File: config.mk
export PLATFORM = sky130hd
export DESIGN_NAME = codec_frame_size_parser_flat
export DESIGN_NICKNAME = d
export VERILOG_FILES = /design/src/sv/cfsp_pkg.sv /design/src/sv/cfsp_req_if.sv /design/src/sv/cfsp_rsp_if.sv /design/src/sv/cfsp_csr_if.sv /design/src/sv/cfsp_csr.sv /design/src/sv/cfsp_decode.sv /design/src/sv/cfsp_emit.sv /design/src/sv/codec_frame_size_parser.sv /design/src/flat_wrapper.sv
export SDC_FILE = /design/constraint.sdc
export NUM_CORES = 1
export LEC_CHECK = 0
export BUFFER_PORTS_ARGS = -buffer_cell sky130_fd_sc_hd__buf_2
export CAP_MARGIN = 20
export CORE_MARGIN = 5
export CORE_UTILIZATION = 35
export CTS_BUF_LIST = sky130_fd_sc_hd__clkbuf_4
export CTS_CLUSTER_DIAMETER = 200
export DETAILED_ROUTE_END_ITERATION = 16
export PLACE_DENSITY = 0.64
export SYNTH_ARGS = -nofsm -noshare
export SYNTH_HDL_FRONTEND = slang
export SYNTH_HIERARCHICAL = 1
export SYNTH_SLANG_ARGS = --single-unit
File: constraint.sdc
create_clock -name clock -period 8.5 [get_ports clock]
set_input_delay 0.425 -clock clock [delete_from_list [all_inputs] [get_ports clock]]
set_output_delay 0.425 -clock clock [all_outputs]
set_load 0.03 [all_outputs]
File: src/sv/cfsp_pkg.sv
// ----------------------------------------------------------------------------
// Frame size parser package
// Shared widths, register indexes, header tables and the decoded frame record.
// ----------------------------------------------------------------------------
package cfsp_pkg;

   localparam int unsigned CSR_IDX_W  = 4;
   localparam int unsigned CSR_DATA_W = 8;
   localparam int unsigned RATE_W     = 3;

   // Configuration register indexes.
   localparam logic [CSR_IDX_W-1:0] REG_ENCODING_RATE   = 4'd0;
   localparam logic [CSR_IDX_W-1:0] REG_CORE_LAYER_RATE = 4'd1;

   // Highest rate index that still gives a valid frame.
   localparam logic [RATE_W-1:0] MAX_RATE = 3'd5;

   typedef struct packed {
      logic [RATE_W-1:0] encoding_rate;
      logic [RATE_W-1:0] core_layer_rate;
   } cfg_type;

   // Everything the layer sequencer needs to emit the results of one frame.
   typedef struct packed {
      logic              frame_ok;
      logic              is_speech;
      logic [9:0]        total_bits;
      logic [2:0]        layer_count;
      logic [6:0]        class_a_bits;
      logic [4:0]        class_b_bits;
      logic [4:0]        class_c_bits;
      logic [6:0]        class_d_bits;
      logic [6:0]        class_f_bits;
      logic [7:0]        core_bits;
      logic [RATE_W-1:0] last_index;
      logic              row;
   } frm_type;

   typedef struct packed {
      logic       frame_ok;
      logic       is_speech;
      logic [9:0] total_bits;
      logic [2:0] layer_count;
      logic [6:0] class_a_bits;
      logic [4:0] class_b_bits;
      logic [4:0] class_c_bits;
      logic [6:0] class_d_bits;
      logic [6:0] class_f_bits;
      logic [2:0] layer_index;
      logic [7:0] layer_bits;
      logic       last_layer;
   } rsp_type;

   function automatic logic [3:0] pair_bits(input logic [1:0] sel);
      logic [3:0] val;
      unique case (sel)
         2'd0: val = 4'd0;
         2'd1: val = 4'd9;
         2'd2: val = 4'd9;
         2'd3: val = 4'd15;
         default: val = 4'd0;
      endcase
      return val;
   endfunction

   function automatic logic [5:0] fixed_bits(input logic [3:0] sel);
      logic [5:0] val;
      unique case (sel)
         4'd0:  val = 6'd43;
         4'd1:  val = 6'd50;
         4'd2:  val = 6'd36;
         4'd3:  val = 6'd31;
         4'd4:  val = 6'd46;
         4'd5:  val = 6'd48;
         4'd6:  val = 6'd40;
         4'd7:  val = 6'd44;
         4'd8:  val = 6'd47;
         4'd9:  val = 6'd43;
         4'd10: val = 6'd44;
         4'd11: val = 6'd45;
         4'd12: val = 6'd43;
         4'd13: val = 6'd44;
         4'd14: val = 6'd47;
         4'd15: val = 6'd36;
         default: val = 6'd0;
      endcase
      return val;
   endfunction

   // Per-layer base counts; row 1 is used once both the core layer rate and the encoding rate are non-zero.
   function automatic logic [5:0] layer_tab(input logic row, input logic [RATE_W-1:0] idx);
      logic [5:0] val;
      unique case (idx)
         3'd0:    val = row ? 6'd25 : 6'd13;
         3'd1:    val = row ? 6'd0  : 6'd11;
         3'd2:    val = 6'd23;
         3'd3:    val = row ? 6'd32 : 6'd33;
         3'd4:    val = 6'd36;
         3'd5:    val = 6'd31;
         default: val = 6'd0;
      endcase
      return val;
   endfunction

   // Sum of the table entries of layers 1 up to and including rate.
   function automatic logic [7:0] layer_sum(input logic row, input logic [RATE_W-1:0] rate);
      logic [7:0] acc;
      acc = 8'd0;
      for (int unsigned k = 1; k <= 5; k++) begin
         if (RATE_W'(k) <= rate) begin
            acc = acc + {2'b00, layer_tab(row, RATE_W'(k))};
         end
      end
      return acc;
   endfunction

endpackage

File: src/sv/cfsp_req_if.sv
// ----------------------------------------------------------------------------
// Frame header channel
// Valid/ready channel carrying the two header bytes and the frame byte count.
// ----------------------------------------------------------------------------
interface cfsp_req_if;
   logic        valid;
   logic        ready;
   logic [7:0]  header_low;
   logic [7:0]  header_high;
   logic [11:0] byte_count;

   modport source (output valid, header_low, header_high, byte_count, input ready);
   modport sink   (input valid, header_low, header_high, byte_count, output ready);
endinterface

File: src/sv/cfsp_rsp_if.sv
// ----------------------------------------------------------------------------
// Layer result channel
// Valid/ready channel carrying one layer description with the frame totals.
// ----------------------------------------------------------------------------
interface cfsp_rsp_if;
   logic       valid;
   logic       ready;
   logic       frame_ok;
   logic       is_speech;
   logic [9:0] total_bits;
   logic [2:0] layer_count;
   logic [6:0] class_a_bits;
   logic [4:0] class_b_bits;
   logic [4:0] class_c_bits;
   logic [6:0] class_d_bits;
   logic [6:0] class_f_bits;
   logic [2:0] layer_index;
   logic [7:0] layer_bits;
   logic       last_layer;

   modport source (output valid, frame_ok, is_speech, total_bits, layer_count,
                   class_a_bits, class_b_bits, class_c_bits, class_d_bits,
                   class_f_bits, layer_index, layer_bits, last_layer,
                   input ready);
   modport sink   (input valid, frame_ok, is_speech, total_bits, layer_count,
                   class_a_bits, class_b_bits, class_c_bits, class_d_bits,
                   class_f_bits, layer_index, layer_bits, last_layer,
                   output ready);
endinterface

File: src/sv/cfsp_csr_if.sv
// ----------------------------------------------------------------------------
// Configuration write channel
// Valid/ready channel carrying a register index and write data.
// ----------------------------------------------------------------------------
interface cfsp_csr_if;
   logic                            valid;
   logic                            ready;
   logic [cfsp_pkg::CSR_IDX_W-1:0]  index;
   logic [cfsp_pkg::CSR_DATA_W-1:0] data;

   modport source (output valid, index, data, input ready);
   modport sink   (input valid, index, data, output ready);
endinterface

File: src/sv/cfsp_csr.sv
// ----------------------------------------------------------------------------
// Configuration registers
// Holds the encoding rate and the core layer rate.
// ----------------------------------------------------------------------------
module cfsp_csr (
   input  logic              clock,
   input  logic              reset,
   cfsp_csr_if.sink          csr_bus,
   output cfsp_pkg::cfg_type cfg
);

   cfsp_pkg::cfg_type cfg_ff;
   cfsp_pkg::cfg_type cfg_in;
   logic              wr;

   assign csr_bus.ready = 1'b1;
   assign wr            = csr_bus.valid;

   always_comb begin
      cfg_in = cfg_ff;
      if (wr) begin
         unique case (csr_bus.index)
            cfsp_pkg::REG_ENCODING_RATE:
               cfg_in.encoding_rate = csr_bus.data[cfsp_pkg::RATE_W-1:0];
            cfsp_pkg::REG_CORE_LAYER_RATE:
               cfg_in.core_layer_rate = csr_bus.data[cfsp_pkg::RATE_W-1:0];
            default: cfg_in = cfg_ff;
         endcase
      end
   end

   always_ff @(posedge clock) begin
      if (reset) begin
         cfg_ff <= '0;
      end else begin
         cfg_ff <= cfg_in;
      end
   end

   assign cfg = cfg_ff;

endmodule

File: src/sv/cfsp_decode.sv
// ----------------------------------------------------------------------------
// Header decoder
// Works out class and layer bit counts of one frame from its header bytes.
// ----------------------------------------------------------------------------
module cfsp_decode (
   input  logic [7:0]        header_low,
   input  logic [7:0]        header_high,
   input  logic [11:0]       byte_count,
   input  cfsp_pkg::cfg_type cfg,
   output cfsp_pkg::frm_type frm
);

   logic [15:0]                 hdr;
   logic                        speech;
   logic                        bad;
   logic [2:0]                  f1;
   logic [2:0]                  f2;
   logic [cfsp_pkg::RATE_W-1:0] base;
   logic                        row;
   logic [6:0]                  ca_spch;
   logic [6:0]                  ca_sid;
   logic [4:0]                  cb;
   logic [4:0]                  cc;
   logic [6:0]                  cd;
   logic [6:0]                  cf;
   logic [8:0]                  lay0;
   logic [9:0]                  total;

   assign hdr    = {header_high, header_low};
   assign speech = hdr[0];
   assign bad    = (cfg.encoding_rate > cfsp_pkg::MAX_RATE) || (byte_count == 12'd0) ||
                   (speech && (byte_count < 12'd2));

   assign f1 = {2'b00, hdr[1]} + {2'b00, hdr[3]} + {2'b00, hdr[5]} + {2'b00, hdr[7]};
   assign f2 = {2'b00, hdr[2]} + {2'b00, hdr[4]} + {2'b00, hdr[6]} + {2'b00, hdr[8]};

   assign base = (cfg.core_layer_rate > cfg.encoding_rate) ? cfg.encoding_rate
                                                          : cfg.core_layer_rate;
   assign row  = (base != '0);

   assign ca_spch = 7'd15 + {1'b0, cfsp_pkg::fixed_bits(hdr[14:11])};
   assign ca_sid  = 7'd10 + {1'b0, cfsp_pkg::fixed_bits(hdr[4:1])};
   assign cb      = {1'b0, cfsp_pkg::pair_bits({hdr[5], hdr[7]})} +
                    {1'b0, cfsp_pkg::pair_bits({hdr[1], hdr[3]})};
   assign cc      = {2'b00, f1} * 5'd5;
   assign cd      = {4'b0000, f2} * 7'd30;
   assign cf      = {4'b0000, 3'd4 - f2} * {1'b0, cfsp_pkg::layer_tab(row, 3'd0)};

   // The core layer carries the sum of the sensitivity classes.
   assign lay0  = {2'b00, ca_spch} + {4'b0000, cb} + {4'b0000, cc} + {2'b00, cd} +
                  {2'b00, cf};
   assign total = {1'b0, lay0} +
                  {cfsp_pkg::layer_sum(row, cfg.encoding_rate), 2'b00};

   always_comb begin
      frm = '0;
      if (bad) begin
         frm = '0;
      end else if (!speech) begin
         // A silence descriptor has only the core layer and only class A.
         frm.frame_ok     = 1'b1;
         frm.layer_count  = 3'd1;
         frm.class_a_bits = ca_sid;
         frm.total_bits   = {3'b000, ca_sid};
         frm.core_bits    = {1'b0, ca_sid};
      end else begin
         frm.frame_ok     = 1'b1;
         frm.is_speech    = 1'b1;
         frm.total_bits   = total;
         frm.layer_count  = cfg.encoding_rate + 3'd1;
         frm.class_a_bits = ca_spch;
         frm.class_b_bits = cb;
         frm.class_c_bits = cc;
         frm.class_d_bits = cd;
         frm.class_f_bits = cf;
         frm.core_bits    = lay0[7:0];
         frm.last_index   = cfg.encoding_rate;
         frm.row          = row;
      end
   end

endmodule

File: src/sv/cfsp_emit.sv
// ----------------------------------------------------------------------------
// Layer sequencer
// Holds one decoded frame and sends its layer results through an output register.
// ----------------------------------------------------------------------------
module cfsp_emit (
   input  logic              clock,
   input  logic              reset,
   input  logic              frm_load,
   input  cfsp_pkg::frm_type frm_d,
   output logic              frm_free,
   cfsp_rsp_if.source        rsp_bus
);

   cfsp_pkg::frm_type           frm_ff;
   logic                        frm_vld_ff;
   logic                        frm_vld_in;
   logic [cfsp_pkg::RATE_W-1:0] idx_ff;
   logic [cfsp_pkg::RATE_W-1:0] idx_in;
   cfsp_pkg::rsp_type           out_ff;
   cfsp_pkg::rsp_type           out_in;
   logic                        out_vld_ff;
   logic                        out_vld_in;
   logic                        out_load;
   logic                        last;
   logic                        done;

   assign out_load = frm_vld_ff && (!out_vld_ff || rsp_bus.ready);
   assign last     = (idx_ff == frm_ff.last_index);
   assign done     = out_load && last;
   assign frm_free = !frm_vld_ff || done;

   assign frm_vld_in = frm_load ? 1'b1 : (done ? 1'b0 : frm_vld_ff);
   assign idx_in     = frm_load ? '0 : (out_load ? idx_ff + 3'd1 : idx_ff);
   assign out_vld_in = out_load ? 1'b1 : (rsp_bus.ready ? 1'b0 : out_vld_ff);

   always_comb begin
      out_in              = out_ff;
      if (out_load) begin
         out_in.frame_ok     = frm_ff.frame_ok;
         out_in.is_speech    = frm_ff.is_speech;
         out_in.total_bits   = frm_ff.total_bits;
         out_in.layer_count  = frm_ff.layer_count;
         out_in.class_a_bits = frm_ff.class_a_bits;
         out_in.class_b_bits = frm_ff.class_b_bits;
         out_in.class_c_bits = frm_ff.class_c_bits;
         out_in.class_d_bits = frm_ff.class_d_bits;
         out_in.class_f_bits = frm_ff.class_f_bits;
         out_in.layer_index  = idx_ff;
         out_in.layer_bits   = (idx_ff == '0) ? frm_ff.core_bits
                               : {cfsp_pkg::layer_tab(frm_ff.row, idx_ff), 2'b00};
         out_in.last_layer   = last;
      end
   end

   always_ff @(posedge clock) begin
      if (reset) begin
         frm_vld_ff <= 1'b0;
         out_vld_ff <= 1'b0;
         idx_ff     <= '0;
      end else begin
         frm_vld_ff <= frm_vld_in;
         out_vld_ff <= out_vld_in;
         idx_ff     <= idx_in;
      end
   end

   always_ff @(posedge clock) begin
      if (frm_load) begin
         frm_ff <= frm_d;
      end
      out_ff <= out_in;
   end

   assign rsp_bus.valid        = out_vld_ff;
   assign rsp_bus.frame_ok     = out_ff.frame_ok;
   assign rsp_bus.is_speech    = out_ff.is_speech;
   assign rsp_bus.total_bits   = out_ff.total_bits;
   assign rsp_bus.layer_count  = out_ff.layer_count;
   assign rsp_bus.class_a_bits = out_ff.class_a_bits;
   assign rsp_bus.class_b_bits = out_ff.class_b_bits;
   assign rsp_bus.class_c_bits = out_ff.class_c_bits;
   assign rsp_bus.class_d_bits = out_ff.class_d_bits;
   assign rsp_bus.class_f_bits = out_ff.class_f_bits;
   assign rsp_bus.layer_index  = out_ff.layer_index;
   assign rsp_bus.layer_bits   = out_ff.layer_bits;
   assign rsp_bus.last_layer   = out_ff.last_layer;

endmodule

File: src/sv/codec_frame_size_parser.sv
// ----------------------------------------------------------------------------
// Codec frame size parser
// Decodes a layered speech codec frame header into class and layer bit counts.
// ----------------------------------------------------------------------------
// Each accepted item (two header bytes and a byte count) yields one result per
// layer, from one to six, and exactly one result with frame_ok low when the
// encoding rate is above 5 or the frame is too short. The first result passes
// the input register, the frame register of the layer sequencer and the output
// register; results then follow one per cycle while the output is not stalled,
// a frame holds the layer sequencer until its last layer result is loaded,
// and the next item enters while the current one is still being sent.
// Configuration should be written only when the block is idle.
module codec_frame_size_parser (
   input  logic     clock,
   input  logic     reset,
   cfsp_req_if.sink   req_bus,
   cfsp_rsp_if.source rsp_bus,
   cfsp_csr_if.sink   csr_bus
);

   cfsp_pkg::cfg_type cfg;
   cfsp_pkg::frm_type frm;
   logic              in_vld_ff;
   logic              in_vld_in;
   logic [7:0]        hdr_low_ff;
   logic [7:0]        hdr_high_ff;
   logic [11:0]       bytes_ff;
   logic              req_take;
   logic              frm_free;
   logic              frm_load;

   assign frm_load      = in_vld_ff && frm_free;
   assign req_bus.ready = !in_vld_ff || frm_free;
   assign req_take      = req_bus.valid && req_bus.ready;
   assign in_vld_in     = req_take || (in_vld_ff && !frm_free);

   always_ff @(posedge clock) begin
      if (reset) begin
         in_vld_ff <= 1'b0;
      end else begin
         in_vld_ff <= in_vld_in;
      end
   end

   always_ff @(posedge clock) begin
      if (req_take) begin
         hdr_low_ff  <= req_bus.header_low;
         hdr_high_ff <= req_bus.header_high;
         bytes_ff    <= req_bus.byte_count;
      end
   end

   cfsp_csr u_csr (
      .clock   (clock),
      .reset   (reset),
      .csr_bus (csr_bus),
      .cfg     (cfg)
   );

   cfsp_decode u_decode (
      .header_low  (hdr_low_ff),
      .header_high (hdr_high_ff),
      .byte_count  (bytes_ff),
      .cfg         (cfg),
      .frm         (frm)
   );

   cfsp_emit u_emit (
      .clock    (clock),
      .reset    (reset),
      .frm_load (frm_load),
      .frm_d    (frm),
      .frm_free (frm_free),
      .rsp_bus  (rsp_bus)
   );

endmodule
File: src/flat_wrapper.sv
// flat-port wrapper written by rule: the top's interface ports become plain ports
module codec_frame_size_parser_flat 
  (clock, reset, req_bus_valid, req_bus_header_low, req_bus_header_high, req_bus_byte_count, req_bus_ready, rsp_bus_valid, rsp_bus_frame_ok, rsp_bus_is_speech, rsp_bus_total_bits, rsp_bus_layer_count, rsp_bus_class_a_bits, rsp_bus_class_b_bits, rsp_bus_class_c_bits, rsp_bus_class_d_bits, rsp_bus_class_f_bits, rsp_bus_layer_index, rsp_bus_layer_bits, rsp_bus_last_layer, rsp_bus_ready, csr_bus_valid, csr_bus_index, csr_bus_data, csr_bus_ready);
  cfsp_req_if req_bus_i ();
  cfsp_rsp_if rsp_bus_i ();
  cfsp_csr_if csr_bus_i ();
  input  logic clock;
  input  logic reset;
  input wire logic [$bits(req_bus_i.valid)-1:0] req_bus_valid;
  input wire logic [$bits(req_bus_i.header_low)-1:0] req_bus_header_low;
  input wire logic [$bits(req_bus_i.header_high)-1:0] req_bus_header_high;
  input wire logic [$bits(req_bus_i.byte_count)-1:0] req_bus_byte_count;
  output wire logic [$bits(req_bus_i.ready)-1:0] req_bus_ready;
  output wire logic [$bits(rsp_bus_i.valid)-1:0] rsp_bus_valid;
  output wire logic [$bits(rsp_bus_i.frame_ok)-1:0] rsp_bus_frame_ok;
  output wire logic [$bits(rsp_bus_i.is_speech)-1:0] rsp_bus_is_speech;
  output wire logic [$bits(rsp_bus_i.total_bits)-1:0] rsp_bus_total_bits;
  output wire logic [$bits(rsp_bus_i.layer_count)-1:0] rsp_bus_layer_count;
  output wire logic [$bits(rsp_bus_i.class_a_bits)-1:0] rsp_bus_class_a_bits;
  output wire logic [$bits(rsp_bus_i.class_b_bits)-1:0] rsp_bus_class_b_bits;
  output wire logic [$bits(rsp_bus_i.class_c_bits)-1:0] rsp_bus_class_c_bits;
  output wire logic [$bits(rsp_bus_i.class_d_bits)-1:0] rsp_bus_class_d_bits;
  output wire logic [$bits(rsp_bus_i.class_f_bits)-1:0] rsp_bus_class_f_bits;
  output wire logic [$bits(rsp_bus_i.layer_index)-1:0] rsp_bus_layer_index;
  output wire logic [$bits(rsp_bus_i.layer_bits)-1:0] rsp_bus_layer_bits;
  output wire logic [$bits(rsp_bus_i.last_layer)-1:0] rsp_bus_last_layer;
  input wire logic [$bits(rsp_bus_i.ready)-1:0] rsp_bus_ready;
  input wire logic [$bits(csr_bus_i.valid)-1:0] csr_bus_valid;
  input wire logic [$bits(csr_bus_i.index)-1:0] csr_bus_index;
  input wire logic [$bits(csr_bus_i.data)-1:0] csr_bus_data;
  output wire logic [$bits(csr_bus_i.ready)-1:0] csr_bus_ready;
  assign req_bus_i.valid = req_bus_valid;
  assign req_bus_i.header_low = req_bus_header_low;
  assign req_bus_i.header_high = req_bus_header_high;
  assign req_bus_i.byte_count = req_bus_byte_count;
  assign req_bus_ready = req_bus_i.ready;
  assign rsp_bus_valid = rsp_bus_i.valid;
  assign rsp_bus_frame_ok = rsp_bus_i.frame_ok;
  assign rsp_bus_is_speech = rsp_bus_i.is_speech;
  assign rsp_bus_total_bits = rsp_bus_i.total_bits;
  assign rsp_bus_layer_count = rsp_bus_i.layer_count;
  assign rsp_bus_class_a_bits = rsp_bus_i.class_a_bits;
  assign rsp_bus_class_b_bits = rsp_bus_i.class_b_bits;
  assign rsp_bus_class_c_bits = rsp_bus_i.class_c_bits;
  assign rsp_bus_class_d_bits = rsp_bus_i.class_d_bits;
  assign rsp_bus_class_f_bits = rsp_bus_i.class_f_bits;
  assign rsp_bus_layer_index = rsp_bus_i.layer_index;
  assign rsp_bus_layer_bits = rsp_bus_i.layer_bits;
  assign rsp_bus_last_layer = rsp_bus_i.last_layer;
  assign rsp_bus_i.ready = rsp_bus_ready;
  assign csr_bus_i.valid = csr_bus_valid;
  assign csr_bus_i.index = csr_bus_index;
  assign csr_bus_i.data = csr_bus_data;
  assign csr_bus_ready = csr_bus_i.ready;
  codec_frame_size_parser u_core (.clock(clock), .reset(reset), .req_bus(req_bus_i), .rsp_bus(rsp_bus_i), .csr_bus(csr_bus_i));
endmodule
**Word level (Yosys, flattened, before mapping)**

Memories as Yosys holds them, arrays and structs flattened. A register that Yosys moved wholly into a read port is not among the register bits.
Cells that the tools add are included.

- Input bits: 45
- Bits in read-only memories: 192
- Output and inout bits: 61
- Logic and storage cells: 147
- Memories: 2
- Latch bits: 0
- Register bits: 155
- Memory bits (writable): 0

Memories:

| memory | depth | bits a word | rd ports | clocked after Yosys merged registers in | wr ports | RTL line | source |
|---|---|---|---|---|---|---|---|
| (no name shown) | 16 | 6 | 1 | 1 | 0 | cfsp_pkg.sv:68 | `unique case (sel)` |
| (no name shown) | 16 | 6 | 1 | 1 | 0 | cfsp_pkg.sv:68 |  |

- Divide/modulo/power cells: 0
- Reduce and logical (&&, ||, !) cells: 30
- Shifts and indexed selects: 0
- Muxes and demuxes: 31
- $add $sub $neg: 21
- $lt $le $gt $ge: 8
- Multipliers: 3
- Equality and inequality tests: 13
- Bitwise gates (word level): 1

Operator list:

| operator | number |
|---|---|
| $mux 58 | 1 |
| $mux 8 | 6 |
| $add 8x6->8 | 4 |
| $pmux 6 s5 | 1 |
| $mux 24 | 1 |
| $mux 4 | 6 |
| $mux 6 | 4 |
| $pmux 4 s3 | 2 |
| $mux 20 | 1 |
| $add 9x7->9 | 2 |
| $add 4x6->7 const A | 2 |
| $logic_not 12->1 | 1 |
| $lt 12x2->1 const B | 1 |
| $add 9x10->10 | 1 |
| $add 8x5->9 | 1 |
| $add 7x5->8 | 1 |
| $eq 2x2->1 const B | 4 |
| $reduce_or 2->1 | 4 |
| $mul 3x5->7 | 1 |
| $mux 1 | 7 |
| $add 2x1->3 | 2 |
| $add 3x1->3 | 2 |
| $add 3x1->3 const B | 2 |
| $eq 3x2->1 const B | 2 |
| other kinds (27) | 48 |

**Logic depth before layout (Yosys ltp)**

- Depth in word-level cells: 16
- Gate-level depth with buffers: 33
- Mapped depth without buffers: 32

**Modules after synthesis**

The synthesis kept the hierarchy.

Modules (own cells, without submodules):

| module | area an instance (um^2) | seq. area each (um^2) | times used | cells an instance |
|---|---|---|---|---|
| cfsp_emit | 3,985.1 | 3,583.4 | 1 | 177 |
| cfsp_decode | 3,374.5 | 0.0 | 1 | 431 |
| codec_frame_size_parser | 903.4 | 860.8 | 1 | 34 |
| cfsp_csr | 275.3 | 120.1 | 1 | 27 |

**Worst setup path before layout**

Ideal clock, no wire load.

- Path type: register to register
- Start point: register u_core.hdr_low_ff[4]
- End point: register u_core/u_emit/frm_ff[55] (netlist bit), data pin
- Clock period less this slack: 6,689 ps
- Buffers on the path: 1
- Library setup time: 260 ps
- Setup slack: 1,811 ps
- Data arrival time: 6,429 ps
- Stages on the path, launching flop included: 31
- Cell sequence: edfxtp_1 -> buf_2 -> inv_1 -> fa_1 -> inv_1 -> ha_1 -> inv_1 -> ha_1 -> inv_1 -> ha_1 -> xor2_1 -> nand2_1 -> fa_1 -> inv_1 -> ha_1 -> a21o_1 -> a21oi_1 -> xnor2_1 -> xor2_1 -> fa_1 -> ha_1 -> ha_1 -> ha_1 -> xnor2_1 -> ha_1 -> nand3_1 -> o211ai_1 -> o41ai_1 -> a311oi_1 -> a2bb2oi_2 -> nand3_1

- Word-level cells in the longest chain between the ends: 7
- Elaborated cells between the ends (all ways): 9
- Those cells by class: add/sub (7); mul (2)

Ends and longest elaborated chain:

| item | RTL line | source |
|---|---|---|
| from (decl) | codec_frame_size_parser.sv:25 | `logic [7:0] hdr_low_ff;` |
| from (signal assigned) | codec_frame_size_parser.sv:47 | `hdr_low_ff <= req_bus.header_low;` |
| $add 1x1->2 * | cfsp_decode.sv:35 | `assign f2 = {2'b00, hdr[2]} + {2'b00, hdr[4]} + {2'b00, hdr[6]} + {2'b00, hdr[8]};` |
| $add 2x1->3 * | cfsp_decode.sv:35 |  |
| $add 3x1->3 * | cfsp_decode.sv:35 |  |
| $mul 3x4->6 / $sub 3x3->3 (equally long branches) | cfsp_decode.sv:46, cfsp_decode.sv:47 |  |
| $add 9x7->9 / $mul 3x5->7 (equally long branches) | cfsp_decode.sv:50, cfsp_decode.sv:47 |  |
| $add 9x7->9 * | cfsp_decode.sv:50 | `assign lay0 = {2'b00, ca_spch} + {4'b0000, cb} + {4'b0000, cc} + {2'b00, cd} +` |
| $add 9x10->10 * | cfsp_decode.sv:52 | `assign total = {1'b0, lay0} +` |
| to (signal assigned) | cfsp_emit.sv:69 | `frm_ff <= frm_d;` |
| to (decl) | cfsp_emit.sv:14 | `cfsp_pkg::frm_type frm_ff;` |

Every way passes the cells marked *; elsewhere a longest branch is shown, timed or not.
A chain may end at the register's enable or synchronous reset.

**Worst setup path after layout**

Same ends and word-level chain as after synthesis.

==> metrics.md <==
| Metric | Value |
|---|---|
| Die ar. | approximately 27000 sq um |
| PwrDens | about 350 nW/um^2 |
| Initial antenna violation count | 1 |
| Register-to-register setup slack | ~1100 ps |
| Routed len/inst | 14.5 um |
| Worst Setup Path Type | reg -> reg |
| PortBufs | 96 |
| HP Class | in -> reg |
| 1st-iter DRT viols | approximately 250 |
| Tmin final | approximately 7400 ps |
| Reg2reg end | u_core/u_emit/frm_ff[55] |
| Clk Latency, worst-skew pair | ~550 ps |
| Crit. End Element | flip-flop |
| Vias in the first global route | a little over 5k |
| Synth Cell Area | 8450 sq um |
| H-tree levels | 4 |
| Leak | ~4 nW |
| Via density | ~4.6 |
| CTS root buf | clkbuf_4 |
| Vias | a little over 5k |
| Crit start category | flip-flop |
| Max Fanout on Critical Path | 9 |
| FF-to-FF Start | u_core/hdr_low_ff[4] |
| Worst path required time | 8800 ps |
| Grt ovf | 0 |
| Post-DP HPWL | around 12 mm |
| Final setup fails | 0 |
| Routability cong. | about 0.84 |
| Tcrit/Tclk final | about 87% |
| Max Clock Freq | about 140 MHz |
| Area of the multi-input gates | between 3000 and 4000 sq um |
| Hold path startpoint | req_bus_header_high[0] |
| Postcts setup bufs | 0 |
| Largest net degree at the start of global routing | 63 |
| Mapped Cells | ~670 |
| Worst Skew | 21.5 ps |
| DRC viols | 0 |
| Area growth syn-to-layout | 15.0% |
| Maximum buffer depth of the clock tree | 2 |
| Reg area | 4470 sq um |
| Ys Warns | 6 |
| Post-route ant nets | 0 |
| Core Region | between 20000 and 25000 sq um |
| First-pass GRT wire length | around 26 mm |
| Die Ht | 165 um |
| CTS Buf Count | 17 |
| CP arrival | a little under 8000 ps |
| Max-cap violations | 0 |
| Cell depth of the worst flop-to-flop path | 29 |
| Num rows | 56 |
| Most used cell, CP | ha_1 |
| Final Hold Vio Count | 0 |
| Fillcell total | around 2.2k |
| Fin Hold WS | 57.9 ps |
| Hold Crit Endpoint | u_core/hdr_high_ff[0] |
| Slowest CP cell | edfxtp_1 |
| Fin nets | roughly 920 |
| Final Slew Violations | 0 |
| TritonCTS clock tree | built |
| Clk sinks | about 150 |
| Fraction of layout cells with a size suffix above 1 | between 10% and 20% |
| Clock slew at reported path FFs | approximately 150 ps |
| Crit-path max cell delay | between 500 and 600 ps |
| Top Ports | ~110 |
| Max_slew headroom | a little under half |
| Outcome | complete, no violations |
| Initial Util | a little over a third |
| Width of the die | around 170 um |
| Setup TNS Final | 0 ps |
| Global router's overall resource usage | between 10% and 20% |
| Routed Wire Length | between 15 and 20 mm |
| RSZ-0062 raised after global routing | false |
| First-pass DRT Iterations | 4 |
| Hold path cells | 1 |
| Syn_area_per_cell | between 10 and 15 sq um |
| Worst VDD drop | between 0.3 and 0.4 mV |
| Synthesized Nets | 810 |
| Worst slew pin tran | 801 ps |
worst max-delay path: cells and delay by family (launching register included):
kind,cells,cell delay [ps]
buf+inv,5,350
fa+ha+maj,11,3720
xor+xnor,4,930
flops,1,570
compound gates,6,1260
simple gates,3,310
layout make-up:
class                      instances  area share, %
antenna                            1         0.0258
sequential                       153           46.1
multi-input combinational        420           36.7
clock buffer                      17           1.31
timing repair buffer             123           7.60
inverter                          65           2.54
clock inverter                    15           1.67
tap                              319           4.11
timing repair:
action,CTS,global route
hold endpoints to repair,11,11
gates resized for setup,0,0
hold buffers,11,11
worst max path at each step:
| stage | from | to | slack (ps) |
|---|---|---|---|
| floorplan | u_core/hdr_low_ff[4] | u_core/u_emit/frm_ff[55] | 1810 |
| global placement | u_core/hdr_low_ff[4] | u_core/u_emit/frm_ff[55] | 1260 |
| detailed placement | u_core/hdr_low_ff[4] | u_core/u_emit/frm_ff[55] | 1150 |
| CTS | u_core/hdr_low_ff[4] | u_core/u_emit/frm_ff[55] | 1100 |
| global route | u_core/hdr_low_ff[4] | u_core/u_emit/frm_ff[55] | 540 |
| finish | u_core/hdr_low_ff[4] | u_core/u_emit/frm_ff[55] | 1100 |
sequential cells by signal, summed over array words and instances, names as in the netlist, 6 cells and up:
signal / flops
u_core/bytes_ff: 12
u_core/hdr_low_ff: 8
u_core/u_csr/cfg: 6
u_core/u_emit/frm_ff: 58
u_core/u_emit/rsp_bus.class_a_bits: 7
u_core/u_emit/rsp_bus.class_d_bits: 7
u_core/u_emit/rsp_bus.class_f_bits: 7
u_core/u_emit/rsp_bus.layer_bits: 8
u_core/u_emit/rsp_bus.total_bits: 10
where the power goes:
group / internal (mW) / switching [mW]
logic: 0.823 / 1.09
registers: 0.990 / 0.0274
clock network: 0.181 / 0.281
total: 1.99 / 1.39
per-stage QoR:
step                      instances  utilization, %  cell area (sq um)  setup slack [ps]  power, mW
after floorplan                 666               -               8450              1810       2.57
after global placement         1058            39.0               9200              1260       2.91
after detailed placement       1058            39.0               9200              1150       2.94
after CTS                      1101            40.7               9600              1100       3.42
after global routing           1113            41.1               9710               545       3.75
final                          1113            41.1               9710              1100       3.39
cell usage in the layout (no fill, tap or decap), types with 3 or more instances in the layout:
cell type        n
o21ai_0         15
a21oi_1         32
buf_2           96
xor2_1          17
xnor2_1         25
inv_1           63
o31ai_1          3
dfxtp_1         12
a311oi_1         3
and3b_1          3
and3_1          12
nand3_1         13
inv_6            5
a31oi_1          3
buf_4            5
o21bai_1         3
nor2_1          46
and2_1           9
fa_1            25
nor3_1           8
nand2_1         27
edfxtp_1       141
a21o_1           9
a211oi_1         5
ha_1            74
dlygate4sd3_1   22
nor2b_1          5
clkbuf_4        17
mux2i_1         12
nand2b_1        18
layer usage:
metal | share of wire, % | global-route usage (%)
met1 | 45 | 16.2
met2 | 48 | 19.6
met3 | 5.1 | 2.56
met4 | 1.9 | 4.24
met5 | 0 | 0
(Power assumes the default switching activity.)
